`src/rtl/core/csfw_pkg.sv`:
```
// ----------------------------------------------------------------------------
// csfw_pkg
// Shared types and constants for the counting semaphore with waiter queue.
// ----------------------------------------------------------------------------
package csfw_pkg;

    localparam int QUEUE_DEPTH = 16;
    localparam int ID_BITS     = 8;

    localparam int PTR_W  = (QUEUE_DEPTH > 1) ? $clog2(QUEUE_DEPTH) : 1;
    localparam int FILL_W = $clog2(QUEUE_DEPTH + 1);

    localparam int KIND_W   = 2;
    localparam int REQ_W    = 8;
    localparam int EV_W     = 4;
    localparam int COUNT_W  = 16;
    localparam int WAIT_W   = 5;

    localparam logic [COUNT_W-1:0] COUNT_MAX = '1;
    localparam logic [COUNT_W-1:0] COUNT_RST = COUNT_W'(1);

    typedef logic [ID_BITS-1:0] t_id;
    typedef logic [PTR_W-1:0]   t_ptr;
    typedef logic [FILL_W-1:0]  t_fill;

    typedef enum logic [KIND_W-1:0] {
        KIND_ACQUIRE = 2'd0,
        KIND_RELEASE = 2'd1,
        KIND_CANCEL  = 2'd2,
        KIND_UNUSED  = 2'd3
    } t_kind;

    typedef enum logic [EV_W-1:0] {
        EV_GRANTED      = 4'd0,
        EV_QUEUED       = 4'd1,
        EV_REFUSED      = 4'd2,
        EV_RETURNED     = 4'd3,
        EV_IGNORED      = 4'd4,
        EV_HANDED       = 4'd5,
        EV_REJECTED     = 4'd6,
        EV_CANCEL_EMPTY = 4'd7,
        EV_OVERFLOW     = 4'd8
    } t_event;

    typedef struct packed {
        t_kind kind;
        t_id   id;
    } t_cmd;

    typedef struct packed {
        t_event               ev;
        logic [REQ_W-1:0]     grantee;
        logic [COUNT_W-1:0]   free_tokens;
        logic [WAIT_W-1:0]    waiting;
        logic                 last;
    } t_result;

    typedef struct packed {
        t_fill fill;
        logic  cancelled;
        logic  flushing;
    } t_back_status;

endpackage

```
`src/rtl/core/counting_semaphore_fifo_waiters_core.sv`:
```
// ----------------------------------------------------------------------------
// counting_semaphore_fifo_waiters_core
// Counting semaphore with a FIFO of waiting requesters and a sticky cancel.
// ----------------------------------------------------------------------------
// Input channel: drive kind/requester_id with push; a beat is taken when push
// is high and full is low. Kind 0 acquires, 1 releases, 2 cancels.
// Result channel: while empty is low the oldest result sits on the o_ ports;
// pop takes it. Each result carries the event, the id concerned, the free
// count and the number of waiters after the event, and last on the final one.
// Acquire and release put one result on the result ports via the registered
// command and result queues; they sustain one beat per cycle while results
// are popped. A cancel with N waiters gives N results, one per cycle from the
// sequencer while the result queue has room, or one result with no waiters.
// A stalled result port fills the two-entry result queue, then holds the
// sequencer, then fills the two-entry command queue, and then raises full.
// Config: a beat on the cfg channel loads the free count; o_cfg_ready is
// always high. Write it only while no result is outstanding.
// Reset (synchronous, active low) sets the free count to one, empties both
// queues and the waiter list and clears the cancelled flag.
// ----------------------------------------------------------------------------
module counting_semaphore_fifo_waiters_core (
    input  logic        i_clk,
    input  logic        i_rst_n,
    input  logic        push,
    output logic        full,
    input  logic [1:0]  i_kind,
    input  logic [7:0]  i_requester_id,
    output logic        empty,
    input  logic        pop,
    output logic [3:0]  o_event_res,
    output logic [7:0]  o_grantee_id,
    output logic [15:0] o_free_tokens,
    output logic [4:0]  o_waiting,
    output logic        o_last,
    input  logic        i_cfg_valid,
    output logic        o_cfg_ready,
    input  logic [15:0] i_cfg_data
);
    import csfw_pkg::*;

    logic         w_cmd_valid;
    t_cmd         w_cmd;
    logic         w_cmd_take;
    logic         w_res_valid;
    logic         w_res_ready;
    t_result      w_res;
    t_result      w_out;
    t_back_status w_status;

    assign o_cfg_ready = 1'b1;

    csfw_front u_front (
        .i_clk          (i_clk),
        .i_rst_n        (i_rst_n),
        .i_push         (push),
        .o_full         (full),
        .i_kind         (i_kind),
        .i_requester_id (i_requester_id),
        .o_cmd_valid    (w_cmd_valid),
        .o_cmd          (w_cmd),
        .i_cmd_take     (w_cmd_take)
    );

    csfw_back u_back (
        .i_clk       (i_clk),
        .i_rst_n     (i_rst_n),
        .i_cmd_valid (w_cmd_valid),
        .i_cmd       (w_cmd),
        .o_cmd_take  (w_cmd_take),
        .i_res_ready (w_res_ready),
        .o_res_valid (w_res_valid),
        .o_res       (w_res),
        .i_cfg_valid (i_cfg_valid && o_cfg_ready),
        .i_cfg_data  (i_cfg_data),
        .o_status    (w_status)
    );

    csfw_outq u_outq (
        .i_clk      (i_clk),
        .i_rst_n    (i_rst_n),
        .i_wr_valid (w_res_valid),
        .i_wr_data  (w_res),
        .o_wr_ready (w_res_ready),
        .o_empty    (empty),
        .o_data     (w_out),
        .i_pop      (pop)
    );

    assign o_event_res   = w_out.ev;
    assign o_grantee_id  = w_out.grantee;
    assign o_free_tokens = w_out.free_tokens;
    assign o_waiting     = w_out.waiting;
    assign o_last        = w_out.last;

`ifndef SYNTH
    a_fill_bound: assert property (@(posedge i_clk) disable iff (!i_rst_n)
        w_status.fill <= FILL_W'(QUEUE_DEPTH))
        else $error("waiter count above queue depth");

    a_cancel_sticky: assert property (@(posedge i_clk) disable iff (!i_rst_n)
        w_status.cancelled |=> w_status.cancelled)
        else $error("cancelled flag dropped");

    a_flush_drains: assert property (@(posedge i_clk) disable iff (!i_rst_n)
        (w_res_valid && w_res_ready && w_res.ev == EV_REJECTED && w_res.last)
        |=> (w_status.fill == '0 && !w_status.flushing))
        else $error("flush ended with waiters left");

    a_no_grant_cancelled: assert property (@(posedge i_clk) disable iff (!i_rst_n)
        (w_res_valid && w_res.ev == EV_GRANTED) |-> !w_status.cancelled)
        else $error("grant after cancel");
`endif

endmodule

```
`src/rtl/core/csfw_front.sv`:
```
// ----------------------------------------------------------------------------
// csfw_front
// Input side: accepts beats, drops unused kinds, buffers commands for the back.
// ----------------------------------------------------------------------------
module csfw_front (
    input  logic                      i_clk,
    input  logic                      i_rst_n,
    input  logic                      i_push,
    output logic                      o_full,
    input  logic [1:0]                i_kind,
    input  logic [7:0]                i_requester_id,
    output logic                      o_cmd_valid,
    output csfw_pkg::t_cmd            o_cmd,
    input  logic                      i_cmd_take
);
    import csfw_pkg::*;

    t_cmd       r_cmd_q [2];
    logic       r_wr_ptr;
    logic       r_rd_ptr;
    logic [1:0] r_count;
    logic [1:0] n_count;

    logic w_accept;
    logic w_store;
    t_cmd w_cmd_in;

    assign o_full      = (r_count == 2'd2);
    assign w_accept    = i_push && !o_full;
    // unused kind causes nothing: accepted but never forwarded
    assign w_store     = w_accept && (t_kind'(i_kind) != KIND_UNUSED);
    assign o_cmd_valid = (r_count != 2'd0);
    assign o_cmd       = r_cmd_q[r_rd_ptr];

    always_comb begin
        w_cmd_in.kind = t_kind'(i_kind);
        w_cmd_in.id   = ID_BITS'(i_requester_id);
        n_count = r_count;
        if (w_store && !(i_cmd_take && o_cmd_valid)) begin
            n_count = r_count + 2'd1;
        end else if (!w_store && i_cmd_take && o_cmd_valid) begin
            n_count = r_count - 2'd1;
        end
    end

    always_ff @(posedge i_clk) begin
        if (!i_rst_n) begin
            r_wr_ptr <= 1'b0;
            r_rd_ptr <= 1'b0;
            r_count  <= 2'd0;
        end else begin
            r_count <= n_count;
            if (w_store) begin
                r_wr_ptr <= ~r_wr_ptr;
            end
            if (i_cmd_take && o_cmd_valid) begin
                r_rd_ptr <= ~r_rd_ptr;
            end
        end
    end

    always_ff @(posedge i_clk) begin
        if (w_store) begin
            r_cmd_q[r_wr_ptr] <= w_cmd_in;
        end
    end

endmodule

```
`src/rtl/core/csfw_back.sv`:
```
// ----------------------------------------------------------------------------
// csfw_back
// Execution side: token count, waiter queue, cancel flag and flush sequencer.
// ----------------------------------------------------------------------------
module csfw_back (
    input  logic                      i_clk,
    input  logic                      i_rst_n,
    input  logic                      i_cmd_valid,
    input  csfw_pkg::t_cmd            i_cmd,
    output logic                      o_cmd_take,
    input  logic                      i_res_ready,
    output logic                      o_res_valid,
    output csfw_pkg::t_result         o_res,
    input  logic                      i_cfg_valid,
    input  logic [15:0]               i_cfg_data,
    output csfw_pkg::t_back_status    o_status
);
    import csfw_pkg::*;

    typedef enum logic [1:0] {
        BS_RUN   = 2'b01,
        BS_FLUSH = 2'b10
    } t_bstate;

    t_bstate              r_state, n_state;
    logic [COUNT_W-1:0]   r_free, n_free;
    t_id                  r_queue [QUEUE_DEPTH];
    t_ptr                 r_head, n_head;
    t_ptr                 r_tail, n_tail;
    t_fill                r_fill, n_fill;
    logic                 r_cancelled, n_cancelled;

    logic w_q_we;
    t_id  w_head_id;
    t_ptr w_head_inc;
    t_ptr w_tail_inc;

    assign w_head_id  = r_queue[r_head];
    assign w_head_inc = (r_head == PTR_W'(QUEUE_DEPTH - 1)) ? '0 : r_head + PTR_W'(1);
    assign w_tail_inc = (r_tail == PTR_W'(QUEUE_DEPTH - 1)) ? '0 : r_tail + PTR_W'(1);

    always_comb begin
        n_state     = r_state;
        n_free      = r_free;
        n_head      = r_head;
        n_tail      = r_tail;
        n_fill      = r_fill;
        n_cancelled = r_cancelled;
        w_q_we      = 1'b0;
        o_cmd_take  = 1'b0;
        o_res_valid = 1'b0;
        o_res.ev      = EV_GRANTED;
        o_res.grantee = '0;
        o_res.last    = 1'b1;

        case (r_state)
            BS_RUN: begin
                if (i_cmd_valid && i_res_ready) begin
                    o_cmd_take  = 1'b1;
                    o_res_valid = 1'b1;
                    case (i_cmd.kind)
                        KIND_ACQUIRE: begin
                            o_res.grantee = REQ_W'(i_cmd.id);
                            if (r_cancelled) begin
                                o_res.ev = EV_REFUSED;
                            end else if (r_free != '0) begin
                                n_free   = r_free - COUNT_W'(1);
                                o_res.ev = EV_GRANTED;
                            end else if (r_fill == FILL_W'(QUEUE_DEPTH)) begin
                                o_res.ev = EV_OVERFLOW;
                            end else begin
                                w_q_we   = 1'b1;
                                n_tail   = w_tail_inc;
                                n_fill   = r_fill + FILL_W'(1);
                                o_res.ev = EV_QUEUED;
                            end
                        end
                        KIND_RELEASE: begin
                            if (r_cancelled) begin
                                o_res.ev = EV_IGNORED;
                            end else if (r_fill != '0) begin
                                n_head        = w_head_inc;
                                n_fill        = r_fill - FILL_W'(1);
                                o_res.ev      = EV_HANDED;
                                o_res.grantee = REQ_W'(w_head_id);
                            end else if (r_free == COUNT_MAX) begin
                                o_res.ev = EV_OVERFLOW;
                            end else begin
                                n_free   = r_free + COUNT_W'(1);
                                o_res.ev = EV_RETURNED;
                            end
                        end
                        KIND_CANCEL: begin
                            n_cancelled = 1'b1;
                            if (r_fill == '0) begin
                                o_res.ev = EV_CANCEL_EMPTY;
                            end else begin
                                // BS_FLUSH rejects one waiter per cycle on i_res_ready
                                o_res_valid = 1'b0;
                                n_state     = BS_FLUSH;
                            end
                        end
                        default: begin
                            o_res_valid = 1'b0;
                        end
                    endcase
                end
            end
            BS_FLUSH: begin
                if (i_res_ready) begin
                    o_res_valid   = 1'b1;
                    o_res.ev      = EV_REJECTED;
                    o_res.grantee = REQ_W'(w_head_id);
                    n_fill        = r_fill - FILL_W'(1);
                    n_head        = w_head_inc;
                    o_res.last    = (n_fill == '0);
                    if (n_fill == '0) begin
                        n_head  = '0;
                        n_tail  = '0;
                        n_state = BS_RUN;
                    end
                end
            end
            default: begin
                n_state = BS_RUN;
            end
        endcase

        // config must only be written while idle; the block does not enforce it
        if (i_cfg_valid) begin
            n_free = i_cfg_data;
        end

        o_res.free_tokens = n_free;
        o_res.waiting     = WAIT_W'(n_fill);
    end

    assign o_status.fill      = r_fill;
    assign o_status.cancelled = r_cancelled;
    assign o_status.flushing  = (r_state == BS_FLUSH);

    always_ff @(posedge i_clk) begin
        if (!i_rst_n) begin
            r_state     <= BS_RUN;
            r_free      <= COUNT_RST;
            r_head      <= '0;
            r_tail      <= '0;
            r_fill      <= '0;
            r_cancelled <= 1'b0;
        end else begin
            r_state     <= n_state;
            r_free      <= n_free;
            r_head      <= n_head;
            r_tail      <= n_tail;
            r_fill      <= n_fill;
            r_cancelled <= n_cancelled;
        end
    end

    always_ff @(posedge i_clk) begin
        if (w_q_we) begin
            r_queue[r_tail] <= i_cmd.id;
        end
    end

endmodule

```
`src/rtl/core/csfw_outq.sv`:
```
// ----------------------------------------------------------------------------
// csfw_outq
// Two-entry result queue between the back and the result port.
// ----------------------------------------------------------------------------
module csfw_outq (
    input  logic                      i_clk,
    input  logic                      i_rst_n,
    input  logic                      i_wr_valid,
    input  csfw_pkg::t_result         i_wr_data,
    output logic                      o_wr_ready,
    output logic                      o_empty,
    output csfw_pkg::t_result         o_data,
    input  logic                      i_pop
);
    import csfw_pkg::*;

    t_result    r_mem [2];
    logic       r_wr_ptr;
    logic       r_rd_ptr;
    logic [1:0] r_count;
    logic [1:0] n_count;

    logic w_wr;
    logic w_rd;

    assign o_wr_ready = (r_count != 2'd2);
    assign o_empty    = (r_count == 2'd0);
    assign o_data     = r_mem[r_rd_ptr];
    assign w_wr       = i_wr_valid && o_wr_ready;
    assign w_rd       = i_pop && !o_empty;

    always_comb begin
        n_count = r_count;
        if (w_wr && !w_rd) begin
            n_count = r_count + 2'd1;
        end else if (!w_wr && w_rd) begin
            n_count = r_count - 2'd1;
        end
    end

    always_ff @(posedge i_clk) begin
        if (!i_rst_n) begin
            r_wr_ptr <= 1'b0;
            r_rd_ptr <= 1'b0;
            r_count  <= 2'd0;
        end else begin
            r_count <= n_count;
            if (w_wr) begin
                r_wr_ptr <= ~r_wr_ptr;
            end
            if (w_rd) begin
                r_rd_ptr <= ~r_rd_ptr;
            end
        end
    end

    always_ff @(posedge i_clk) begin
        if (w_wr) begin
            r_mem[r_wr_ptr] <= i_wr_data;
        end
    end

endmodule

```
`config.mk`:
```
export PLATFORM = sky130hd
export DESIGN_NAME = counting_semaphore_fifo_waiters_core
export DESIGN_NICKNAME = d
export VERILOG_FILES = /design/src/rtl/core/csfw_pkg.sv /design/src/rtl/core/counting_semaphore_fifo_waiters_core.sv /design/src/rtl/core/csfw_front.sv /design/src/rtl/core/csfw_back.sv /design/src/rtl/core/csfw_outq.sv
export SDC_FILE = /design/constraint.sdc
export NUM_CORES = 1
export LEC_CHECK = 0
export BUFFER_PORTS_ARGS = -buffer_cell sky130_fd_sc_hd__buf_2
export CORE_AREA = 4 4 125 175
export CTS_BUF_LIST = sky130_fd_sc_hd__clkbuf_8
export DETAILED_ROUTE_END_ITERATION = 10
export DIE_AREA = 0 0 129 179
export PLACE_DENSITY_LB_ADDON = 0.15
export SLEW_MARGIN = 25
export SYNTH_ARGS = -nofsm -noshare
export SYNTH_HDL_FRONTEND = slang
export SYNTH_SLANG_ARGS = --single-unit
```
`constraint.sdc`:
```
create_clock -name i_clk -period 14.45 [get_ports i_clk]
set_clock_uncertainty 0.2 [all_clocks]
set_input_delay 4.335 -clock i_clk [delete_from_list [all_inputs] [get_ports i_clk]]
set_output_delay 4.335 -clock i_clk [all_outputs]
set_load 0.05 [all_outputs]
```
# Yosys cells after proc, flatten, opt, wreduce, memory -nomap -nowiden
# Memory sizes are Yosys's and may differ from the RTL's. A register that Yosys moved wholly into a read port is not among the register bits.
# Cells that the tools add are included.
# word_totals
ff_bits	40
mem_bits_rw	216
inputBits	31
out_inout_bits	37
wordCells	169
memories	3
# op_classes
n_addsub	10
n_eq_ne	22
mux	86
bitwise	4
reduce_logical	32
# memory_table
memory	words	width	read_ports	rd_ports_with_merged_regs	wr	line_no	source
u_back.r_queue	16	8	1	1	1	csfw_back.sv:27	t_id r_queue [QUEUE_DEPTH];
u_outq.r_mem	2	34	1	1	1	csfw_outq.sv:17	t_result r_mem [2];
u_front.r_cmd_q	2	10	1	1	1	csfw_front.sv:18	t_cmd r_cmd_q [2];
# op_table
op	count
$mux 16	8
$mux 4	23
$mux 5	7
$pmux 16 s2	1
$pmux 12 s2	1
$mux 1	23
$ne 2x2->1 const B	10
$pmux 5 s2	2
$mux 2	9
$add 16x1->16 const B	1
$eq 16x16->1 const B	1
$mux 8	2
$pmux 4 s2	2
$pmux 8 s2	1
$reduce_bool 16->1	1
$sub 16x1->16 const B	1
$mux 12	1
$pmux 4 s3	1
$logic_and 1x1->1	11
$mux 11	1
$logic_not 5->1	2
$add 4x1->4 const B	2
$eq 4x4->1 const B	2
$reduce_and 8->1	1
20 further kinds	40

# Longest topological paths before layout
# Gate-level depths: netlist (run 1).
# logic_depth
depth_word	10
depth_mapped	10
depth_no_buf	10

# Hierarchy
# From an unflattened synthesis (run 1), not the netlist that was laid out.
# unflattened
hier_cells	945
area_unflattened_um2	12438.2
# by_module_without_submodules
mod	instances	cells_per_inst	area_each_um2	seq_area_each_um2
csfw_back	1	755	8765.9	4564.4
csfw_outq	1	130	2692.6	2142.1
csfw_front	1	58	968.4	700.7
counting_semaphore_fifo_waiters_core	1	2	11.3	0.0

# Least setup slack after synthesis (run 1)
# Ideal clock, no wire load.
# synth_timing
kind	input port to flip-flop
startpoint	in push
endpoint	mem u_front.r_cmd_q[0][0] (netlist bit), enable pin
setup_ps	376
arrival_time_ps	5334
required_ps	13874
slack_ps	8540
cell_stages	3
n_path_buf	0
path_cell_list	a21boi_0 -> o21ai_0 -> nor2_1
# synth_via
elab_chain_len	4
# synth_lines
item	line_no	source
start: declaration	counting_semaphore_fifo_waiters_core.sv:24	input logic push,
$logic_and 1x1->1	csfw_front.sv:29	assign w_accept = i_push && !o_full;
$logic_and 1x1->1	csfw_front.sv:31	assign w_store = w_accept && (t_kind'(i_kind) != KIND_UNUSED);
$mux 1	csfw_front.sv:63	if (w_store) begin
$mux 1 (implied by the code)	csfw_front.sv:64	r_cmd_q[r_wr_ptr] <= w_cmd_in;
end: declaration	csfw_front.sv:18	
# Every way passes these cells.

==> results list, run 1 <==
* CTS H-tree lvls: 2
* Vias in the first global route: roughly 8300
- Along the worst path, the maximum fanout reaches 34.
* Post-route core utilization: 66.5%
* WP data required: roughly 9.9 ns
- Type of the worst min-delay path: reg -> reg
- Summed over all nets, the switching power comes to around 1000 µW.
* Sequential share of power: ~42%
* Cell count after placement: 1197
* Share of async-settable or async-resettable flops after synthesis: 0%
- Half-perimeter wire length after placement: between 20 and 25 mm
- Top cell type's share of synthesized area: around 53%
- Placed Area: approximately 13000 µm²
- Once the floorplan was initialized, standard cells occupied 60.4% of the core.
- For this block, the via count after detailed routing is 8174.
* Internal: around 1.5 mW
* Portion of the post-synthesis area used by sequential elements: roughly three fifths
- FF+latch count, synth: 262
- Cell family with the largest share of critical-path delay: buffers and inverters
- Sorting the synthesized cells by area gives the leading types as edfxtp_1 (53%), dfxtp_1 (7.5%), mux4_2 (7.3%).
* Clock network latency to the later pin of the worst-skew pair: between 0.5 and 0.6 ns
- For this block, the routed nets add up to 30.0 mm of wire.
- Final worst path period share: approximately 45%
* Area share of and/or/nand/nor cells after synthesis: around an eighth
* Final Hold Vio Count: 0
* Part of the total power dissipated in combinational logic: a little over a third
- Walking the worst path, the cells encountered are buf_4, mux2_2, buf_2.
- For the worst flop-to-flop path, the logic depth is 7.
- Port buffering added 66 buffers.
- The tree is rooted in a clkbuf_8.
- From synthesis to final layout, the design area changed by 10.1%.
- Final design area excluding fillers: 13500 µm²
* Cells after Synth: roughly 900
- Post-CTS sizing: 0
- Top FF cell, synth: edfxtp_1
- Count of different cell masters after synthesis: 81
* Synth warnings: 0
- Of the cells placed in the final design, the portion with a size suffix greater than 1 is a little under a quarter.
- Total Nets Final: roughly 1000
- Path type of the worst setup path: reg -> out
- The first global-routing pass estimated around 46 mm of wire.
- Synthesized net count: 970
- Post-Layout Cell Count: 1268
- The biggest area contributor in the post-synthesis netlist is edfxtp_1.
- Entering global routing, the biggest net connects 35 pins.
- The number of hold buffers added after CTS was 0.
* CTS tree: done
- The max-slew violation total from the final report was 0.
* Die Height: 179 µm
* Post-Synth XOR/XNOR Area: under 10%
- # IOs: just under 70
- Antenna violations before repair: 1
- Fill count: about 1500
* Die W: about 130 µm
- Maximum resistive drop on vdd: between 0.09 and 0.1 mV
* Data arrival time of the critical path: approximately 1.9 ns
- The worst setup path is launched from a register.
- Power comes to 2.54 mW.
- Row generation in the floorplan step produced 62 rows.
* Worst hold path depth: 2
* Per-cell via count in the routed design: approximately 6.4
- Dividing the detail-routed wire length by the instance count gives roughly 24 µm.
- Critical path buffers and inverters: 2
- Count of clock tree sinks: ~260
* Post-CTS Setup Bufs: 0
* Overall Global Routing Usage: a little over a quarter
- Number of failing setup endpoints in the final timing report: 0
- Remaining global-route overflow: 0
* Hold Path Sink: u_back.r_state[1]$_SDFFE_PN0P_
- Timing would allow up to 155 MHz.
* Post-Synthesis Mean Instance Area: 13.3 µm²
- Summed over all cells, the static leakage comes to approximately 4.6 nW.
- Destination of the worst register-to-register timing path: u_back.r_queue[9][7]$_DFFE_PP_
- On the worst path, the slowest cell contributes a delay of ~0.42 ns.
* N_diodes: 0
* Reg-to-reg slack, setup: 10.35 ns
* Hold Crit Start: u_back.r_state[1]$_SDFFE_PN0P_
- The total area inside the core boundary comes to between 20000 and 25000 µm².
- Transition at the pin with the smallest max-transition slack: between 1 and 1.5 ns
- MaxCap Viol Count: 0
- Of the total power, the clock network draws between 20% and 30%.
- Reg-to-reg startpoint: u_back.r_state[1]$_SDFFE_PN0P_
- Unrepaired setup endpoints after global routing: false
- The detail route stage leaves a number of antenna-violating nets equal to 0.
- Total clock buffers created by CTS: 40
- Summing the areas of all fa, ha and maj instances in the mapped netlist gives 1.43% of the synthesized area.
- In the routed design, unresolved DRC markers number 0.
- Post-synthesis compound-gate area fraction: a little under a tenth
- After synthesis the cells add up to between 10000 and 15000 µm².
- The die covers around 23000 µm².
- The clock period could shrink to around 6.4 ns.
- Critical Path End Type: primary output
* Global placer's final weighted congestion: 0.970
* Multiplexer area fraction after synthesis: between 10% and 20%
- Number of DRC markers after the initial detailed-route iteration: roughly 700
* Max_slew headroom: a little under a third
- The first detailed-routing pass took 5 iterations.
* Main combinational cell family by area after synthesis: simple AND/OR/NAND/NOR gates
- Summed over all failing endpoints, the final setup total negative slack is 0 ns.
- Number of enable flip-flop cells after synthesis: between 200 and 250
- Clock-pin transition on the worst setup and hold timing paths: about 0.060 ns
- The clock passes through at most 3 buffers.
* Pwr per Cell Area: 188 nW/µm²
- The largest individual stage delay along the critical path comes from the cell mux2_2.
* Status: finished clean
- Switching power share of the total: 39.4%
==> per-layer routing <==
layer  wire length (µm)  track usage, %  vias up
li1                   -               -     3744
met1              10400            28.5     3971
met2              16300            48.8      330
met3               1460            4.14      127
met4               1890            15.4        2
met5                  7               0        -
==> state kept, by name, indices dropped and copies added, names as in the netlist, 2 cells and up, named ones only <==
name             cells
u_back.r_free       16
u_front.r_cmd_q     20
u_back.r_queue     128
u_outq.r_count       2
u_outq.r_mem        68
u_back.r_state       2
u_back.r_tail        4
u_back.r_fill        5
u_front.r_count      2
u_back.r_head        4
==> power by group through the flow <==
stage	Combinational, mW	Clock (mW)	Sequential (mW)
6_report	0.918	0.566	1.05
5_1_grt	0.978	0.618	1.06
4_1_cts	0.916	0.579	1.05
3_5_place_dp	0.913	0	1.07
3_3_place_gp	0.907	0	1.06
2_1_floorplan	0.711	0	1.02
==> layout make-up <==
type / count / area [µm²] / area share (%)
multi-input combinational: 566 / 4480 / 33.1
clock inverter: 28 / 146 / 1.08
sequential: 262 / 7410 / 54.8
clock buffer: 43 / 592 / 4.38
inverter: 32 / 120 / 0.889
timing repair buffer: 81 / 443 / 3.28
tap: 256 / 320 / 2.37
==> tightest hold or removal path, cell delays in order, from the launching register on <==
cell     delay [ns]
dfxtp_1        0.32
inv_1          0.07
a21oi_1        0.06
==> cells by family after synthesis <==
family          Yosys count
compound gates          158
other cells               1
simple gates            285
xor+xnor                 20
flops                   262
mux                      88
fa+ha+maj                14
buf+inv                  97
==> how the worst max path moves through the flow <==
stage,from,end,cells after the start
floorplan,push,u_front.r_cmd_q[0][0]$_DFFE_PP_,3
global placement,i_rst_n,u_back.r_tail[3]$_SDFFE_PN0P_,6
detailed placement,i_rst_n,u_back.r_tail[3]$_SDFFE_PN0P_,6
CTS,register,o_grantee_id[3],3
global route,register,o_grantee_id[3],3
finish,register,o_grantee_id[3],3
==> synthesized netlist by cell type (20+ instances only) <==
library cell and number:
nand3_1 31, clkbuf_1 44, mux4_2 40, dfxtp_1 46, and2_1 20, nor2_1 59, a21oi_1 32, nand2_1 46
mux2_2 46, inv_1 32, o21ai_0 30, nor3_1 29, edfxtp_1 216, nand4_1 23
==> cell usage in the layout (no fill, tap or decap), types with 6 or more instances in the layout <==
master,netlist,layout
mux4_2,40,40
nor3_1,29,29
or3_1,7,7
mux2_2,46,46
nand4_1,23,23
nand3_1,31,31
inv_1,32,41
and2_1,20,20
a31oi_1,10,10
a211oi_1,7,7
ha_1,14,14
o21ai_0,30,30
a21oi_1,32,32
and3_1,8,8
dfxtp_1,46,44
edfxtp_1,216,216
xnor2_1,13,13
clkbuf_8,0,43
nor2_1,59,59
nand2_1,46,46
buf_2,14,66
buf_4,1,15
xor2_1,7,7
clkinv_1,0,11
nand2b_1,6,6
nor4_1,19,18
==> through the flow <==
stage | worst slack (ns) | hold slack [ns]
global route | 7.94 | 0.310
CTS | 7.97 | 0.282
detailed placement | 7.88 | 0.270
finish | 8.02 | 0.291
floorplan | 8.54 | 0.251
global placement | 7.95 | 0.268
(Power assumes the default switching activity.)
==> inputs of run 2 (changes only) <==
--- a/config.mk
+++ b/config.mk
@@ -6,10 +6,10 @@
 export NUM_CORES = 1
 export LEC_CHECK = 0
 export BUFFER_PORTS_ARGS = -buffer_cell sky130_fd_sc_hd__buf_2
-export CORE_AREA = 4 4 125 175
+export CORE_AREA = 4 4 130 181
 export CTS_BUF_LIST = sky130_fd_sc_hd__clkbuf_8
 export DETAILED_ROUTE_END_ITERATION = 10
-export DIE_AREA = 0 0 129 179
+export DIE_AREA = 0 0 134 185
 export PLACE_DENSITY_LB_ADDON = 0.15
 export SLEW_MARGIN = 25
 export SYNTH_ARGS = -nofsm -noshare
==> constraint.sdc (replaced) <==
create_clock -name i_clk -period 5.2 [get_ports i_clk]
set_clock_uncertainty 0.2 [all_clocks]
set_input_delay 1.56 -clock i_clk [delete_from_list [all_inputs] [get_ports i_clk]]
set_output_delay 1.56 -clock i_clk [all_outputs]
set_load 0.05 [all_outputs]
==> run 2 against run 1 <==
Compared with the run above:
- via count is 0.21% lower
- sequential power grew to 2.8 times the previous value
- critical path depth is 1 lower
- worst setup slack worse by 6.7 ns
- register-to-register slack worse by 9.0 ns
- non-clock buffer count is 2 lower
- flip-flop and latch count stayed put
- critical endpoint unchanged
- wire length is 3.1% higher
==> results list, run 2 (synthesis results as in run 1) <==
* Number of flip-flops in the largest register: 128
* Post-Layout Cell Count: between 1000 and 1500
- The area growth from synthesis to layout is 11.7%.
- Max Buffers Root-to-Sink: 3
- Max-cap violations in this run came to 0.
* Maximum number of pins on one net before global-route repair: 35
- The critical path is of the reg -> out type.
- The die is about 190 µm tall.
- Setup violations remaining at the end of the flow were counted as 0.
- In the final timing run, aggregate negative setup slack is 0 ns.
- Die Footprint: between 20000 and 25000 µm²
- After layout, the worst path uses roughly 75% of the clock period.
* Vias in the first global route: around 8300
- Post-CTS sizing: 0
- At the end of routability-driven placement, the weighted congestion stood at just under 1.
* Iteration count of the initial detailed-routing pass: 5
- Buffers inserted to repair hold after CTS numbered 0.
* DR DRC count: 0
- Clock tree synthesis found a total of about 260 sinks.
* Proportion of layout cells with a drive suffix above 1: 24.9%
- # IOs: around 70
* Count of pins over their slew limit: 0
- Wire length of the first global-routing pass: about 48 mm
- Switching power share of the total: approximately two fifths
- Pwr per Cell Area: about 530 nW/µm²
* Critical Path End Type: primary output
* Type of the worst min-delay path: reg -> reg
- STA classifies the critical path startpoint as a register.
- The flow ran to the end, and the final reports show no timing, DRC or antenna violations.
* Sequential share of power: 40.0%
* Commonest cells after routing, fill and taps aside: edfxtp_1 (216), buf_2 (66), nor2_1 (59)
* Transition at the pin with the smallest max-transition slack: roughly 0.9 ns
- Fill count: 1723
- Count of buffers from port buffering: 66
- Vias: approximately 8000
- Final Hold Slack: 0.284 ns
- The detail route stage leaves a number of antenna-violating nets equal to 0.
- For this design the total switching power over the nets is about 2.8 mW.
- Total clock buffers created by CTS: 40
* Per-cell via count in the routed design: 6.23
- The routed design has approximately 31 mm of wire.
- Measured along the x axis, the die boundary spans 134 µm.
- Reg with most FFs: u_back.r_queue
- The final number of hold-violating endpoints is 0.
* Leakage dissipation: roughly 4.6 nW
- TritonCTS built the clock tree.
* Max_slew headroom: 38.4%
* Antenna violations before repair: 0
- Setup repair after global routing left no endpoint under its margin.
- Once the floorplan was initialized, standard cells occupied a little under three fifths of the core.
* Area of the core: about 22000 µm²
- After clock tree synthesis, the clock-pin slew on the worst setup and hold paths is approximately 0.070 ns.
* CTS H-tree lvls: 2
- The sequential cells in the finished layout cover a total of between 7000 and 8000 µm².
- At the worst endpoint, the required time is approximately 3.4 ns.
- Across every metal layer, demand over resource in global routing totals between 20 and 30%.
- The internal power of the cells totals roughly 4.5 mW.
- Peak Freq: approximately 260 MHz
- Placement Rows: 64
* Cell count after placement: ~1200
- Maximum resistive drop on vdd: between 0.2 and 0.3 mV
- Crit path max fanout: 34
- Remaining global-route overflow: 0
- The clock reaches the later pin of the worst-skew pair after roughly 0.53 ns.
- Share of power burned in the clock network: 24.5%
- The largest registers in the layout are u_back.r_queue x128, u_outq.r_mem x68, u_front.r_cmd_q x20.
* Data arrival time of the critical path: about 2.1 ns
- The root buffer cell chosen for the clock tree is clkbuf_8.
* Half-perimeter wire length after placement: 21.5 mm
- Commonest non-fill, non-tap cell in the layout: edfxtp_1
- Of the total power, combinational logic draws 35.5%.
- Routed WL per cell: 23.6 µm
- Number of DRC markers after the initial detailed-route iteration: 603
- After clock tree synthesis, the setup repair step added 0 buffers.
- In the final layout, the multi-input gates occupy 4510 µm².
* Final critical-path required period: between 3 and 4 ns
- The number of antenna diodes in the final layout is 0.
- In the final design database the tool counted 1026 nets.
## run 2: layer usage
metal | part of all wire (%) | track usage (%)
met5 | 0 | 0
met4 | 5.1 | 12.8
met3 | 4.8 | 4.08
met2 | 55 | 47.1
met1 | 35 | 27.8
## run 2: final cells by class
class | count | share of cell area [%]
sequential | 262 | 54.1
timing repair buffer | 79 | 3.12
clock buffer | 45 | 4.52
multi-input combinational | 566 | 32.9
inverter | 32 | 0.877
clock inverter | 29 | 1.74
tap | 297 | 2.71
## run 2: metrics by stage
stage / util [%] / power, mW / worst slack (ns) / cell area, µm²
finish: 62.7 / 7.32 / 1.32 / 13700
global route: 62.7 / 7.67 / 1.12 / 13700
CTS: 62.6 / 7.36 / 1.25 / 13700
detailed placement: 58.6 / 5.56 / 1.32 / 12800
global placement: 58.6 / 5.55 / 1.50 / 12800
floorplan: - / 4.81 / 1.23 / 12300
## run 2: power groups by stage
stage	logic, mW	clock network, mW	registers (mW)
after global routing	2.76	1.95	2.96
after global placement	2.58	0	2.96
final	2.60	1.79	2.93
after floorplan	1.98	0	2.83
after CTS	2.60	1.83	2.93
after detailed placement	2.59	0	2.97
## run 2: worst max-delay path: stages, from the launching register on
cell,delay [ns]
dfxtp_2,0.87
mux2_2,0.45
buf_2,0.22
## run 2: final timing paths
kind	start	endpoint	slack, ns	cells after the start
worst max-delay path	register	o_grantee_id[3]	1.32	2
worst min-delay path	u_back.r_state[1]$_SDFFE_PN0P_	u_back.r_state[1]$_SDFFE_PN0P_	0.28	2
worst max register to register	u_back.r_state[1]$_SDFFE_PN0P_	u_back.r_queue[9][0]$_DFFE_PP_	1.33	7
worst min register to register	u_back.r_state[1]$_SDFFE_PN0P_	u_back.r_state[1]$_SDFFE_PN0P_	0.28	2
==> inputs of run 3 (changes only) <==
--- a/config.mk
+++ b/config.mk
@@ -6,10 +6,10 @@
 export NUM_CORES = 1
 export LEC_CHECK = 0
 export BUFFER_PORTS_ARGS = -buffer_cell sky130_fd_sc_hd__buf_2
-export CORE_AREA = 4 4 130 181
+export CORE_AREA = 4 4 125 175
 export CTS_BUF_LIST = sky130_fd_sc_hd__clkbuf_8
 export DETAILED_ROUTE_END_ITERATION = 10
-export DIE_AREA = 0 0 134 185
+export DIE_AREA = 0 0 129 179
 export PLACE_DENSITY_LB_ADDON = 0.15
 export SLEW_MARGIN = 25
 export SYNTH_ARGS = -nofsm -noshare
==> constraint.sdc (replaced) <==
create_clock -name i_clk -period 3.65 [get_ports i_clk]
set_clock_uncertainty 0.2 [all_clocks]
set_input_delay 1.095 -clock i_clk [delete_from_list [all_inputs] [get_ports i_clk]]
set_output_delay 1.095 -clock i_clk [all_outputs]
set_load 0.05 [all_outputs]
==> run 3 against run 2 <==
Compared with the run above:
- register-to-register slack got worse by 0.95 ns
- global-route usage up 2.8 points
- sequential power up 40%
- largest power group unchanged
- highest routed layer is now met5
- utilization rose by 5.3 points
- hold slack got worse by 0.0011 ns
- clock power up 32%
- clock-buffer cell count is 3 lower
- die area shrank 6.9%
- first-iteration DRC count rose by 22%
- via count up 4.0%
- largest cell class unchanged
==> results list, run 3 (synthesis results as in run 1) <==
- Final critical-path required period: 3.27 ns
- At the worst endpoint, the required time is roughly 3.7 ns.
- Post-CTS sizing: 0
- Final Hold Vio Count: 0
* Reg with most FFs: u_back.r_queue
* Count of pins over their slew limit: 0
- Type of the worst min-delay path: reg -> reg
- Entering global routing, the biggest net connects 35 pins.
* Vias in the first global route: approximately 8500
- Number of DRC markers after the initial detailed-route iteration: around 740
- Across the run, the number of max-cap violations was 0.
- Post-route antenna net violation count: 0
- Remaining global-route overflow: 0
- The placed instances occupy a cell area of between 10000 and 15000 µm².
* Sum of internal, switching and leakage power: around 10 mW
- Global-route met1 utilization: 29.7%
- Routed WL per cell: 24.7 µm
* Leakage dissipation: about 4.7 nW
* DR DRC count: 0
* Critical path buffers and inverters: 1
- Routed Wire Length: 32.1 mm
* Count of clock tree sinks: 262
- CTS tree: done
* Final design area excluding fillers: roughly 14000 µm²
- Area of the core: 20300 µm²
* Destination of the worst register-to-register timing path: u_back.r_queue[5][2]$_DFFE_PP_
- Net switching is between 30% and 40% of the power.
- The largest registers in the layout are u_back.r_queue x128, u_outq.r_mem x68, u_front.r_cmd_q x20.
- Max Buffers Root-to-Sink: 3
* Vias: approximately 8500
- Port buffering added 66 buffers.
- In this run, CTS created clock tree buffers numbering around 40.
- Post-Layout Cell Count: 1300
- Overall Global Routing Usage: approximately 28%
- Hold Path Sink: u_back.r_state[1]$_SDFFE_PN0P_
- Status: finished clean
* # IOs: 68
- Fill count: ~1500
* Share of power burned in the clock network: 22.6%
- Psw: 4.13 mW
- After clock tree synthesis, the setup repair step added 0 buffers.
- Antenna violations before repair: 1
* Crit-path max cell delay: between 0.7 and 0.8 ns
- Of all nets on the critical path, the largest fanout is 10.
* N_diodes: 0
- Global placer's final weighted congestion: 0.972
* Most utilized layer in the global route result: met2
- Counting tap cells, the placed design contains a total of around 1200 instances.
* Pwr per Cell Area: around 760 nW/µm²
- Wire length of the first global-routing pass: 48.5 mm
- Die Footprint: 23100 µm²
- The top cell types in the final layout, fill and taps aside, are edfxtp_1 (216), buf_2 (66), nor2_1 (59).
- Reg-to-reg slack, setup: between 0.3 and 0.4 ns
* Per-cell via count in the routed design: around 6.5
- Cell family with the largest share of critical-path delay: simple AND/OR/NAND/NOR gates
- Final worst-path setup slack: 0.382 ns
* Half-perimeter wire length after placement: between 20 and 25 mm
- Prior to clock tree synthesis, the placed netlist has a worst setup slack of between 0.4 and 0.5 ns.
- Initial cell density of the core: 60.4%
* CP max stage cell: or4_1
- The worst hold path begins at u_back.r_state[1]$_SDFFE_PN0P_.
- Cell chain of the critical path: inv_1, ha_1, nor4b_2, nand4_1, or4_1, nor3b_2, and2_1
* Proportion of layout cells with a drive suffix above 1: 25.8%
- Number of buffers added to fix hold violations after cts: 0
- Sequential share of power: roughly 39%
* Final Hold Slack: approximately 0.28 ns
- In this run the critical register-to-register path is launched from u_back.r_free[1]$_SDFF_PN0_.
* Iteration count of the initial detailed-routing pass: 5
- Layout overhead on the synthesized area: 12.5%
- Internal: ~6.3 mW
* Element type at the critical path start: register
- Number of cells on the worst reg-to-reg path: 7
* Die Height: 179 µm
- Global routing used under 10% of the available met3 tracks.
* Placement Rows: between 60 and 70
- Maximum resistive drop on vdd: 0.379 mV
- Setup repair after global routing left no endpoint under its margin.
- Clock network latency to the later pin of the worst-skew pair: ~0.55 ns
* Root buf cell: clkbuf_8
- Path type of the worst setup path: reg -> reg
- Leaving out fill and tap cells, the most frequent cell in the layout is edfxtp_1.
- The register with the most flip-flops in the layout has approximately 130 of them.
* Die W: roughly 130 µm
- Worst hold path depth: 2
- Measured against its own limit, the worst slew margin works out to between 40% and 50%.
* Total Nets Final: 1057
- For this run, global-route usage on met2 was measured as between 50 and 60%.
- After routing, the total negative slack on setup checks comes to 0 ns.
* CTS H-tree lvls: 2
* Clock-pin transition on the worst setup and hold timing paths: 0.06 ns
- Combinational cells account for roughly two fifths of the total power.
- The worst path uses between 80% and 90% of the clock period.
- Number of failing setup endpoints in the final timing report: 0
- Derived from the worst setup path, the maximum achievable clock frequency is roughly 300 MHz.
- For the pin with the worst max-slew slack, the measured transition is 0.744 ns.
* Critical Path End Type: register
* Post-route core utilization: between 60% and 70%
- Data on the critical path arrives at its endpoint at around 3.3 ns.
-- run 3: cell count changes in the layout (fill, tap and decap cells not counted), sizes merged --
cell / previous run / this run
clkinv: 15 / 16
inv: 42 / 45
clkinvlp: 0 / 2
bufinv: 4 / 2
buf: 79 / 109
clkbuf: 45 / 42
-- run 3: worst max-delay path by stage --
stage          cells after the start                         from                             end
4_1_cts                            3                     register                 o_grantee_id[7]
3_5_place_dp                       7  u_back.r_free[0]$_SDFF_PN1_  u_back.r_queue[4][4]$_DFFE_PP_
5_1_grt                            7  u_back.r_free[0]$_SDFF_PN1_  u_back.r_queue[6][0]$_DFFE_PP_
2_1_floorplan                      7  u_back.r_fill[1]$_SDFF_PN0_    u_outq.r_mem[1][0]$_DFFE_PP_
6_report                           7  u_back.r_free[1]$_SDFF_PN0_  u_back.r_queue[5][2]$_DFFE_PP_
3_3_place_gp                       7  u_back.r_free[0]$_SDFF_PN1_  u_back.r_queue[7][1]$_DFFE_PP_
-- run 3: worst min-delay path: cells and delay by family (launching register included) --
family	cells	cell delay, ns
flip-flops	1	0.31
buffers and inverters	1	0.07
AO/OA/AOI/OAI	1	0.06
-- run 3: area by class of cell --
type / count / area (µm²) / share of cell area (%)
clock buffers: 42 / 578 / 4.19
flip-flops and latches: 262 / 7410 / 53.6
multi-input cells: 566 / 4490 / 32.5
repair buffers: 109 / 691 / 5.00
inverters: 32 / 120 / 0.870
clock inverters: 33 / 205 / 1.49
well taps: 256 / 320 / 2.32
-- run 3: power groups by stage --
stage / Clock [mW] / Sequential (mW) / Combinational [mW]
after floorplan: 0 / 4.02 / 2.83
after CTS: 2.41 / 4.10 / 3.96
after detailed placement: 0 / 4.16 / 3.95
final: 2.36 / 4.11 / 3.97
after global placement: 0 / 4.15 / 3.92
after global routing: 2.55 / 4.15 / 4.20
-- run 3: per-layer routing --
layer / wire length (µm) / share of wire [%] / vias up
li1: - / - / 3802
met1: 10800 / 34 / 4169
met2: 17400 / 54 / 383
met3: 1710 / 5.3 / 128
met4: 2190 / 6.8 / 2
met5: 14 / 0.044 / -
